$ cat config.mk
export PLATFORM = sky130hd
export DESIGN_NAME = nmea_gga_longitude_geofence_core_flat
export DESIGN_NICKNAME = d
export VERILOG_FILES = /design/src/ngg_pkg.sv /design/src/ngg_stream_if.sv /design/src/ngg_frame.sv /design/src/ngg_conv.sv /design/src/nmea_gga_longitude_geofence_core.sv /design/src/flat_wrapper.sv
export SDC_FILE = /design/constraint.sdc
export NUM_CORES = 1
export LEC_CHECK = 0
export BUFFER_PORTS_ARGS = -buffer_cell sky130_fd_sc_hd__buf_4
export CORE_ASPECT_RATIO = 1.5
export CORE_UTILIZATION = 39
export DETAILED_ROUTE_END_ITERATION = 8
export PLACE_DENSITY = 0.54
export SLEW_MARGIN = 20
export SYNTH_ARGS = -nofsm -noshare
export SYNTH_HDL_FRONTEND = slang
export SYNTH_SLANG_ARGS = --single-unit
$ cat constraint.sdc
create_clock -name clk_i -period 16.07 [get_ports clk_i]
set_clock_uncertainty 0.1 [all_clocks]
set_input_delay 3.214 -clock clk_i [delete_from_list [all_inputs] [get_ports clk_i]]
set_output_delay 3.214 -clock clk_i [all_outputs]
set_load 0.01 [all_outputs]
$ cat src/ngg_pkg.sv
`timescale 1ns / 1ps
// Shared types, character codes and register indexes for the GGA longitude geofence.
// No dependencies; every other source file except ngg_stream_if imports this package.
package ngg_pkg;

  localparam int unsigned LINE_LIMIT = 100;
  localparam int unsigned POS_W      = 7;

  localparam logic [7:0] CH_DOLLAR  = 8'd36;
  localparam logic [7:0] CH_NEWLINE = 8'd10;
  localparam logic [7:0] CH_G       = 8'd71;
  localparam logic [7:0] CH_A       = 8'd65;
  localparam logic [7:0] CH_DOT     = 8'd46;
  localparam logic [7:0] CH_ZERO    = 8'd48;
  localparam logic [7:0] CH_NINE    = 8'd57;

  localparam int unsigned TYPE_POS = 3;
  localparam int unsigned TYPE_LEN = 3;
  localparam int unsigned LON_POS  = 30;
  localparam int unsigned LON_LEN  = 10;
  localparam int unsigned DOT_IDX  = 5;
  localparam int unsigned NUM_DIG  = 9;

  localparam int unsigned CFG_IDX_W  = 2;
  localparam int unsigned CFG_DATA_W = 8;
  localparam logic [CFG_IDX_W-1:0] CFG_DEGREE_LIMIT = 2'd0;
  localparam logic [CFG_IDX_W-1:0] CFG_MINUTE_LIMIT = 2'd1;
  localparam logic [CFG_IDX_W-1:0] CFG_SECOND_LIMIT = 2'd2;

  localparam logic [7:0] DEGREE_LIMIT_RST = 8'd139;
  localparam logic [5:0] MINUTE_LIMIT_RST = 6'd47;
  localparam logic [5:0] SECOND_LIMIT_RST = 6'd44;

  typedef struct packed {
    logic [7:0] rx_byte;
  } in_item_t;

  typedef struct packed {
    logic [9:0]  lon_degrees;
    logic [6:0]  lon_minutes;
    logic [19:0] lon_seconds_e4;
    logic        takeover;
  } out_item_t;

  typedef struct packed {
    logic [7:0] degree_limit;
    logic [5:0] minute_limit;
    logic [5:0] second_limit;
  } limits_t;

  // Captured line characters as they stand after the current byte is stored
  typedef struct packed {
    logic [TYPE_LEN-1:0][7:0] type_chars;
    logic [LON_LEN-1:0][7:0]  lon_chars;
  } line_view_t;

  function automatic logic is_digit(input logic [7:0] ch);
    return (ch >= CH_ZERO) && (ch <= CH_NINE);
  endfunction

endpackage

$ cat src/ngg_stream_if.sv
`timescale 1ns / 1ps
// Valid/ready stream channel with a typed payload.
// Payload types come from ngg_pkg at the point of instantiation.
interface ngg_stream_if #(
  parameter type payload_t = logic [7:0]
) ();
  logic     valid;
  logic     ready;
  payload_t payload;

  modport source (output valid, output payload, input ready);
  modport sink   (input valid, input payload, output ready);
endinterface

$ cat src/ngg_frame.sv
`timescale 1ns / 1ps
// Input register and line framer: character position, kept characters, takeover latch.
// Depends on ngg_pkg and ngg_stream_if.
module ngg_frame #(
  parameter int unsigned LineLimit = ngg_pkg::LINE_LIMIT
) (
  input  logic                clk_i,
  input  logic                rst_ni,
  ngg_stream_if.sink          rx_if,
  input  logic                out_free_i,
  input  logic                hit_i,
  output ngg_pkg::line_view_t view_o,
  output logic                emit_o
);
  import ngg_pkg::*;

  localparam logic [POS_W-1:0] LimitPos = POS_W'(LineLimit);

  logic                     pending_q, pending_d;
  logic [7:0]               byte_q;
  logic [POS_W-1:0]         pos_q, pos_d;
  logic [TYPE_LEN-1:0][7:0] type_q, type_d;
  logic [LON_LEN-1:0][7:0]  lon_q, lon_d;
  logic                     latched_q;
  logic                     active, store, eol, has_res, fire, accept;

  assign active = pending_q && !latched_q;
  assign store  = pos_q < LimitPos;
  assign eol    = active && (byte_q == CH_NEWLINE);

  always_comb begin
    type_d = type_q;
    lon_d  = lon_q;
    pos_d  = pos_q;
    if (active) begin
      for (int k = 0; k < TYPE_LEN; k++) begin
        if (store && (pos_q == POS_W'(TYPE_POS + k))) type_d[k] = byte_q;
      end
      for (int k = 0; k < LON_LEN; k++) begin
        if (store && (pos_q == POS_W'(LON_POS + k))) lon_d[k] = byte_q;
      end
      if (byte_q == CH_DOLLAR) begin
        pos_d = POS_W'(1);
      end else if (byte_q == CH_NEWLINE) begin
        pos_d = '0;
      end else if (store) begin
        pos_d = pos_q + POS_W'(1);
      end
    end
  end

  assign has_res = eol && (type_d[0] == CH_G) && (type_d[1] == CH_G) && (type_d[2] == CH_A);
  // Hold the byte only when it has a result and the output register is full and not taken
  assign fire     = pending_q && (!has_res || out_free_i);
  assign rx_if.ready = !pending_q || fire;
  assign accept   = rx_if.valid && rx_if.ready;

  always_comb begin
    pending_d = pending_q;
    if (accept) begin
      pending_d = 1'b1;
    end else if (fire) begin
      pending_d = 1'b0;
    end
  end

  always_ff @(posedge clk_i or negedge rst_ni) begin
    if (!rst_ni) begin
      pending_q <= 1'b0;
      pos_q     <= '0;
      type_q    <= '0;
      lon_q     <= '0;
      latched_q <= 1'b0;
    end else begin
      pending_q <= pending_d;
      if (fire) begin
        pos_q  <= pos_d;
        type_q <= type_d;
        lon_q  <= lon_d;
        if (has_res && hit_i) latched_q <= 1'b1;
      end
    end
  end

  always_ff @(posedge clk_i) begin
    if (accept) byte_q <= rx_if.payload.rx_byte;
  end

  assign view_o.type_chars = type_d;
  assign view_o.lon_chars  = lon_d;
  assign emit_o            = fire && has_res;

endmodule

$ cat src/ngg_conv.sv
`timescale 1ns / 1ps
// Longitude conversion: dddmm.mmmm characters to degrees, minutes, 1e-4 seconds, limit check.
// Depends on ngg_pkg.
module ngg_conv (
  input  ngg_pkg::line_view_t view_i,
  input  ngg_pkg::limits_t    limits_i,
  output ngg_pkg::out_item_t  result_o
);
  import ngg_pkg::*;

  logic [NUM_DIG-1:0][3:0] dig;
  logic                    ok;
  logic [9:0]              deg;
  logic [6:0]              mins;
  logic [13:0]             frac;
  logic [19:0]             sec;
  logic [19:0]             sec_lim;

  // First bad character zeroes itself and every later place
  always_comb begin
    ok  = 1'b1;
    dig = '0;
    for (int k = 0; k < DOT_IDX; k++) begin
      ok     = ok && is_digit(view_i.lon_chars[k]);
      dig[k] = ok ? view_i.lon_chars[k][3:0] : 4'd0;
    end
    ok = ok && (view_i.lon_chars[DOT_IDX] == CH_DOT);
    for (int k = 0; k < LON_LEN - DOT_IDX - 1; k++) begin
      ok               = ok && is_digit(view_i.lon_chars[DOT_IDX + 1 + k]);
      dig[DOT_IDX + k] = ok ? view_i.lon_chars[DOT_IDX + 1 + k][3:0] : 4'd0;
    end
  end

  assign deg  = 10'(dig[0]) * 10'd100 + 10'(dig[1]) * 10'd10 + 10'(dig[2]);
  assign mins = 7'(dig[3]) * 7'd10 + 7'(dig[4]);
  assign frac = 14'(dig[5]) * 14'd1000 + 14'(dig[6]) * 14'd100
              + 14'(dig[7]) * 14'd10 + 14'(dig[8]);
  assign sec     = 20'(frac) * 20'd60;
  assign sec_lim = 20'(limits_i.second_limit) * 20'd10000;

  assign result_o.lon_degrees    = deg;
  assign result_o.lon_minutes    = mins;
  assign result_o.lon_seconds_e4 = sec;
  assign result_o.takeover       = (deg >= 10'(limits_i.degree_limit))
                                && (mins >= 7'(limits_i.minute_limit))
                                && (sec > sec_lim);

endmodule

$ cat src/nmea_gga_longitude_geofence_core.sv
`timescale 1ns / 1ps
// Top level of the GGA longitude geofence: limit registers, framer, converter, result register.
// Depends on ngg_pkg, ngg_stream_if, ngg_frame and ngg_conv.
//
//   channel  dir  payload                                                 transaction
//   rx_if    in   rx_byte[7:0]                                            valid & ready
//   res_if   out  lon_degrees[9:0] lon_minutes[6:0] lon_seconds_e4[19:0]  valid & ready
//                 takeover
//   cfg      in   cfg_we_i, cfg_idx_i[1:0], cfg_data_i[7:0]               cfg_we_i
//
// One byte per cycle while the input register is not holding a byte: a byte sits in the input
// register, where the framer updates the line state and the converter works on the freshly
// stored characters; its result lands in the output register as the byte leaves.
// Reset clears position, kept characters and the takeover latch and loads the limit defaults.
// A byte that ends a GGA line waits in the input register only while the output register
// is full and not taken; every other byte passes through regardless of the output side.
module nmea_gga_longitude_geofence_core #(
  parameter int unsigned LineLimit = ngg_pkg::LINE_LIMIT
) (
  input  logic                               clk_i,
  input  logic                               rst_ni,
  ngg_stream_if.sink                         rx_if,
  ngg_stream_if.source                       res_if,
  input  logic                               cfg_we_i,
  input  logic [ngg_pkg::CFG_IDX_W-1:0]      cfg_idx_i,
  input  logic [ngg_pkg::CFG_DATA_W-1:0]     cfg_data_i
);
  import ngg_pkg::*;

  limits_t    limits_q;
  line_view_t view;
  out_item_t  conv_res;
  out_item_t  res_q;
  logic       res_valid_q;
  logic       out_free;
  logic       emit;

  always_ff @(posedge clk_i or negedge rst_ni) begin
    if (!rst_ni) begin
      limits_q.degree_limit <= DEGREE_LIMIT_RST;
      limits_q.minute_limit <= MINUTE_LIMIT_RST;
      limits_q.second_limit <= SECOND_LIMIT_RST;
    end else if (cfg_we_i) begin
      case (cfg_idx_i)
        CFG_DEGREE_LIMIT: limits_q.degree_limit <= cfg_data_i;
        CFG_MINUTE_LIMIT: limits_q.minute_limit <= cfg_data_i[5:0];
        CFG_SECOND_LIMIT: limits_q.second_limit <= cfg_data_i[5:0];
        default: ;
      endcase
    end
  end

  assign out_free = !res_valid_q || res_if.ready;

  ngg_frame #(
    .LineLimit (LineLimit)
  ) u_frame (
    .clk_i      (clk_i),
    .rst_ni     (rst_ni),
    .rx_if      (rx_if),
    .out_free_i (out_free),
    .hit_i      (conv_res.takeover),
    .view_o     (view),
    .emit_o     (emit)
  );

  ngg_conv u_conv (
    .view_i   (view),
    .limits_i (limits_q),
    .result_o (conv_res)
  );

  always_ff @(posedge clk_i or negedge rst_ni) begin
    if (!rst_ni) begin
      res_valid_q <= 1'b0;
    end else if (emit) begin
      res_valid_q <= 1'b1;
    end else if (res_if.ready) begin
      res_valid_q <= 1'b0;
    end
  end

  always_ff @(posedge clk_i) begin
    if (emit) res_q <= conv_res;
  end

  assign res_if.valid   = res_valid_q;
  assign res_if.payload = res_q;

endmodule

$ cat src/flat_wrapper.sv
// flat-port wrapper written by rule: the top's interface ports become plain ports
module nmea_gga_longitude_geofence_core_flat import ngg_pkg::*;
#(
  parameter int unsigned LineLimit = ngg_pkg::LINE_LIMIT
)
  (clk_i, rst_ni, cfg_we_i, cfg_idx_i, cfg_data_i, rx_if_valid, rx_if_payload, rx_if_ready, res_if_valid, res_if_payload, res_if_ready);
  ngg_stream_if #(.payload_t(in_item_t)) rx_if_i ();
  ngg_stream_if #(.payload_t(out_item_t)) res_if_i ();
  input  logic clk_i;
  input  logic rst_ni;
  input  logic cfg_we_i;
  input  logic [ngg_pkg::CFG_IDX_W-1:0] cfg_idx_i;
  input  logic [ngg_pkg::CFG_DATA_W-1:0] cfg_data_i;
  input wire logic [$bits(rx_if_i.valid)-1:0] rx_if_valid;
  input wire logic [$bits(rx_if_i.payload)-1:0] rx_if_payload;
  output wire logic [$bits(rx_if_i.ready)-1:0] rx_if_ready;
  output wire logic [$bits(res_if_i.valid)-1:0] res_if_valid;
  output wire logic [$bits(res_if_i.payload)-1:0] res_if_payload;
  input wire logic [$bits(res_if_i.ready)-1:0] res_if_ready;
  assign rx_if_i.valid = rx_if_valid;
  assign rx_if_i.payload = rx_if_payload;
  assign rx_if_ready = rx_if_i.ready;
  assign res_if_valid = res_if_i.valid;
  assign res_if_payload = res_if_i.payload;
  assign res_if_i.ready = res_if_ready;
  nmea_gga_longitude_geofence_core #(.LineLimit(LineLimit)) u_core (.clk_i(clk_i), .rst_ni(rst_ni), .rx_if(rx_if_i), .res_if(res_if_i), .cfg_we_i(cfg_we_i), .cfg_idx_i(cfg_idx_i), .cfg_data_i(cfg_data_i));
endmodule
Word level (Yosys, flattened, before mapping)
Cells that the tools add are included.

word-level totals
  register bits = 178
  word-level logic and storage cells = 172

operators by class
  mux-type cells = 31
  magnitude comparators = 22
  multipliers = 8
  reductions and logical operators = 58
  equality and inequality tests = 21
  add/sub/neg operators = 7

operator list
  operator                                              number
  two-way mux 8 bit                                     13
  two-way mux 80 bit                                    1
  >= comparator 8 x 6 -> 1 bit (second input constant)  9
  <= comparator 8 x 6 -> 1 bit (second input constant)  9
  equality test 7 x 6 -> 1 bit (second input constant)  8
  logical AND 1 bit                                     42
  two-way mux 4 bit                                     9
  equality test 8 x 7 -> 1 bit (second input constant)  3
  two-way mux 24 bit                                    1
  two-way mux 7 bit                                     3
  > comparator 20 bit                                   1
  multiplier 14 x 4 -> 18 bit (second input constant)   1
  equality test 8 x 6 -> 1 bit (second input constant)  2
  multiplier 6 x 10 -> 16 bit (second input constant)   1
  adder 14 x 11 -> 14 bit                               1
  adder 14 x 4 -> 14 bit                                1
  adder 14 x 8 -> 14 bit                                1
  equality test 7 x 3 -> 1 bit (second input constant)  2
  equality test 7 x 5 -> 1 bit (second input constant)  2
  multiplier 4 x 3 -> 7 bit (second input constant)     2
  multiplier 4 x 7 -> 11 bit (second input constant)    1
  adder 10 x 4 -> 10 bit                                1
  adder 10 x 8 -> 10 bit                                1
  >= comparator 10 x 8 -> 1 bit                         1
  19 further kinds                                      31

Longest topological paths before layout
  word-level depth = 23
  gate-level depth with buffers = 42
  depth with buffers taken out = 40

Modules after synthesis
A second synthesis with hierarchy kept.

unflattened totals
  cell total of the unflattened synthesis = 1281
  area total of the unflattened synthesis = 13940.9 µm²

by module, submodules not included
  module                            instances  cells an instance  seq. area each (µm²)  area each (µm²)
  ngg_frame                         1          502                3067.9                6224.7
  ngg_conv                          1          695                0.0                   5763.0
  nmea_gga_longitude_geofence_core  1          84                 1681.6                1953.1

Worst setup path before layout
No wires, ideal clock.

  path type = register -> register
  start = register u_core.u_frame.pos_q[3]
  end = register u_core.u_frame.latched_q
  data arrival time = 9.326 ns
  setup slack = 6.549 ns
  buffers on the path = 3
  required time = 15.875 ns
  cell stages (with the launch flop) = 39
  cell sequence = dfrtp_1 buf_2 nor3_4 and3_1 clkbuf_1 mux2i_1 o21ai_0 or3_1 clkbuf_1 nor2_1 inv_1 fa_1 fa_1 ha_1 a21o_1 a21oi_1 xnor2_1 ha_1 [3 not listed] xnor2_1 xnor2_1 xnor2_1 fa_1 inv_1 ha_1 or3_1 o311ai_0 o21ai_0 a21oi_1 xnor2_1 ha_1 and4_1 nand3_1 a211o_1 a31oi_1 o31ai_1 o31ai_1

RTL lines
  element                 RTL line         source
  from (decl)             ngg_frame.sv:21  logic [POS_W-1:0] pos_q, pos_d;
  from (signal assigned)  ngg_frame.sv:77  pos_q <= pos_d;
  to (signal assigned)    ngg_frame.sv:73  latched_q <= 1'b0;
  to (signal assigned)    ngg_frame.sv:80  if (has_res && hit_i) latched_q <= 1'b1;
  to (decl)               ngg_frame.sv:24  logic latched_q;

==> flow_metrics.py <==
metrics = {
    "power": {
        "power_frac_seq_pct": 40.8,
        "p_clk_share_pct": 36.8,
        "p_sw_mw": 0.3785,
        "ir_drop_mv": 0.05322,
        "switching_share_pct": 31.74,
        "p_comb_share_pct": 22.4,
        "p_leak_nw": 7.794,
        "internal_power_mw": 0.8140,
        "cellPowerDensity_nw_per_um2": 80.17,
    },
    "global_routing": {
        "antenna_found_initial": 0,
        "grt_pass1_vias": 9420,
        "grt_pass1_wl_um": 48410,
        "grt_remaining_overflow": 0,
        "grt_start_max_net_pins": 73,
        "track_usage_pct": 17.62,
    },
    "routing": {
        "wl_um": 29300,
        "antenna_left": 0,
        "wl_per_cell_um": 16.90,
        "dr.pass1.iters": 6,
        "viasPerCell": 5.229,
        "vias": 9061,
        "drtIter0Drc": 293,
        "drc": 0,
    },
    "critical_path": {
        "endpoint_kind": "flop",
        "critPathMaxStageDelay_ns": 0.90,
        "cpLargestDelayFamily": "adder cells",
        "critPathMaxFanout": 11,
        "worstPathArrival_ns": 11.43,
        "cpMostUsedCell": "ha_1",
        "start_kind": "flop",
        "critPathSlowestCell": "nor4b_2",
        "worstSetupPathType": "flop to flop",
        "cp_num_buf_inv": 2,
        "crit_required_ns": 16.33,
    },
    "timing": {
        "grt_setup_unrepaired": "false",
        "setup_ws_ns": 4.894,
        "setup_tns_ns": 0,
        "final-max-slew-violation-count": 0,
        "final_hold_viol_count": 0,
        "period_minus_slack_ns": 11.18,
        "finalCritPeriodShare_pct": 69.54,
        "fmax_mhz": 89.48,
        "slew_headroom_pct": 31.87,
        "worst_pin_slew_ns": 1.019,
        "setup_viol": 0,
    },
    "synth": {
        "synth-seq-cells": 178,
        "synth_warnings": 0,
        "synth_top_area_share_pct": 22.81,
        "synth.largest_area_cell": "dfrtp_1",
        "synthArstFlopShare_pct": 75.28,
        "synth_area_leaders": "dfrtp_1 23%, ha_1 15%, edfxtp_1 9.9%",
        "seq_area_frac_synth_pct": 35.03,
        "syn_avg_cell_area_um2": 10.75,
        "yosysUniqueCellTypes": 81,
        "synthFlopType": "dfrtp_1",
        "synth_edf_count": 44,
        "synthCells": 1245,
        "synth_area_um2": 13390,
    },
    "floorplanning": {
        "die_area_um2": 35080,
        "ioPinCount": 63,
        "fp.dieW_um": 153.3,
        "die_h_um": 228.9,
        "core_area_um2": 33650,
        "start_util_pct": 39.78,
        "rows": 82,
    },
    "job": {
        "maxCapViolCount": 0,
    },
    "placement": {
        "port_buffers": 60,
        "dp_hpwl_um": 22180,
        "dp_slack_ns": 4.797,
        "place.gp.congestion": 0.8626,
    },
    "cells_and_area": {
        "syn2layout_area_growth_pct": 11.11,
        "drive_gt1_share_pct": 19.65,
        "nNetsFinal": 1538,
        "diodes": 0,
    },
    "cts": {
        "cts_setup_buffers": 0,
        "insertion_delay_ns": 0.46,
        "cts.sinks": 178,
        "cts_tree": "built",
        "clock_path_buffers": 2,
        "cts_inserted_buffers": 17,
        "cts_resized": 0,
        "h-tree-depth": 4,
        "cts_hold_buf": 0,
        "path_clk_slew_ns": 0.08,
        "clk_root_buffer_cell": "clkbuf_16",
    },
    "outcome": {
        "status": "complete, no violations",
    },
    "hold_path": {
        "min_path_type": "flop to flop",
    },
}
## metal layers
layer | up-vias | GRT usage [%] | part of all wire [%]
met5 | - | 0 | 0
met4 | 0 | 6.881 | 2.4
met3 | 38 | 2.256 | 1.7
met2 | 102 | 34.22 | 55
met1 | 4470 | 19.00 | 41
li1 | 4451 | - | -
## flip-flops by register name, indices dropped and copies added, names as in the netlist
register	count
u_core.res_if.payload	36
u_core.u_frame.pending_q	1
u_core.u_frame.pos_q	7
u_core.u_frame.byte_q	8
u_core.u_frame.type_q	24
u_core.u_frame.latched_q	1
u_core.limits_q	20
u_core.u_frame.lon_q	80
u_core.res_if.valid	1
## placed cells by master (no fill, tap or decap), types with 28 or more instances in the layout
master and n:
nand3_1 28, inv_1 141, xnor2_1 47, mux2_2 87
fa_1 51, nor2_1 71, buf_4 73, o21ai_0 43
a21oi_1 53, dfrtp_1 122, edfxtp_1 44, nand2_1 55
ha_1 164
## path summary, 6_finish.rpt
| path | from | end | slack, ns | cells past startpoint |
|---|---|---|---|---|
| worst min-delay path | u_core.u_frame.type_q[10]$_DFFE_PN0P_ | u_core.u_frame.type_q[10]$_DFFE_PN0P_ | 0.38 | 2 |
| worst max register to register | u_core.u_frame.pos_q[5]$_DFFE_PN0P_ | u_core.u_frame.latched_q$_DFFE_PN0P_ | 4.89 | 35 |
| min in group asynchronous | rst_ni | u_core.u_frame.lon_q[3]$_DFFE_PN0P_ | 2.64 | 1 |
| max in group asynchronous | rst_ni | u_core.u_frame.lon_q[59]$_DFFE_PN0P_ | 11.82 | 2 |
| worst min register to register | u_core.u_frame.type_q[10]$_DFFE_PN0P_ | u_core.u_frame.type_q[10]$_DFFE_PN0P_ | 0.38 | 2 |
| worst max-delay path | u_core.u_frame.pos_q[5]$_DFFE_PN0P_ | u_core.u_frame.latched_q$_DFFE_PN0P_ | 4.89 | 35 |
## power groups by stage
stage,Sequential [mW],Combinational [mW],Clock [mW]
4_1_cts,0.488,0.276,0.452
3_3_place_gp,0.496,0.268,0
3_5_place_dp,0.497,0.274,0
2_1_floorplan,0.494,0.185,0
6_report,0.487,0.267,0.439
5_1_grt,0.489,0.307,0.467
## Yosys cell counts (4+ instances only)
master	count
nor2b_1	8
a31oi_1	6
o21bai_1	8
xor2_1	13
or4_1	6
or2_1	4
mux2_4	15
and2_1	4
a2111oi_0	4
o21a_1	7
a21oi_1	53
nand2b_1	8
nor3_1	21
nand3_2	4
xnor2_1	47
nand3b_1	4
and4_1	5
o21ai_0	43
dfstp_2	12
buf_2	8
clkbuf_1	23
inv_1	141
nand2_4	7
nand2_1	55
nor4b_1	6
edfxtp_1	44
o31ai_1	5
ha_1	164
and3_1	11
nand4_1	15
nand3_1	28
fa_1	51
or2_2	10
dfrtp_1	122
a22o_1	10
a21o_1	26
mux2i_1	23
nor2_1	71
mux2_2	87
## cell type report
cell class	instances	area, um2
multi-input cells	886	7954
inverters	143	536.8
well taps	420	525.5
fillers	3208	18780
clock inverters	14	158.9
repair buffers	74	559.3
clock buffers	18	450.4
flip-flops and latches	178	4690
## metrics by stage
| stage | hold WS, ns | cells | cell area [um2] | power, mW | utilization [%] |
|---|---|---|---|---|---|
| CTS | 0.3865 | 1733 | 14870 | 1.215 | 44.20 |
| global placement | 0.3633 | 1701 | 14260 | 0.7647 | 42.39 |
| finish | 0.3847 | 1733 | 14870 | 1.192 | 44.20 |
| global route | 0.4205 | 1733 | 14870 | 1.262 | 44.20 |
| detailed placement | 0.3694 | 1701 | 14260 | 0.7706 | 42.39 |
| floorplan | 0.3420 | 1246 | 13390 | 0.6789 | - |
## cell families after synthesis
group	after synthesis	synth area share, %
buffers and inverters	182	5.580
XOR/XNOR	60	3.926
AND/OR/NAND/NOR	293	12.53
multiplexers	125	10.72
other	1	0.02801
adder cells (fa/ha/maj)	215	22.96
flip-flops	178	35.03
AO/OA/AOI/OAI	191	9.225
## worst min-delay path, stage by stage (launching register included)
cell     delay [ns]
dfrtp_1        0.35
nand2_1        0.04
o21ai_0        0.06
Note: power is estimated with default switching activity, not from simulation.
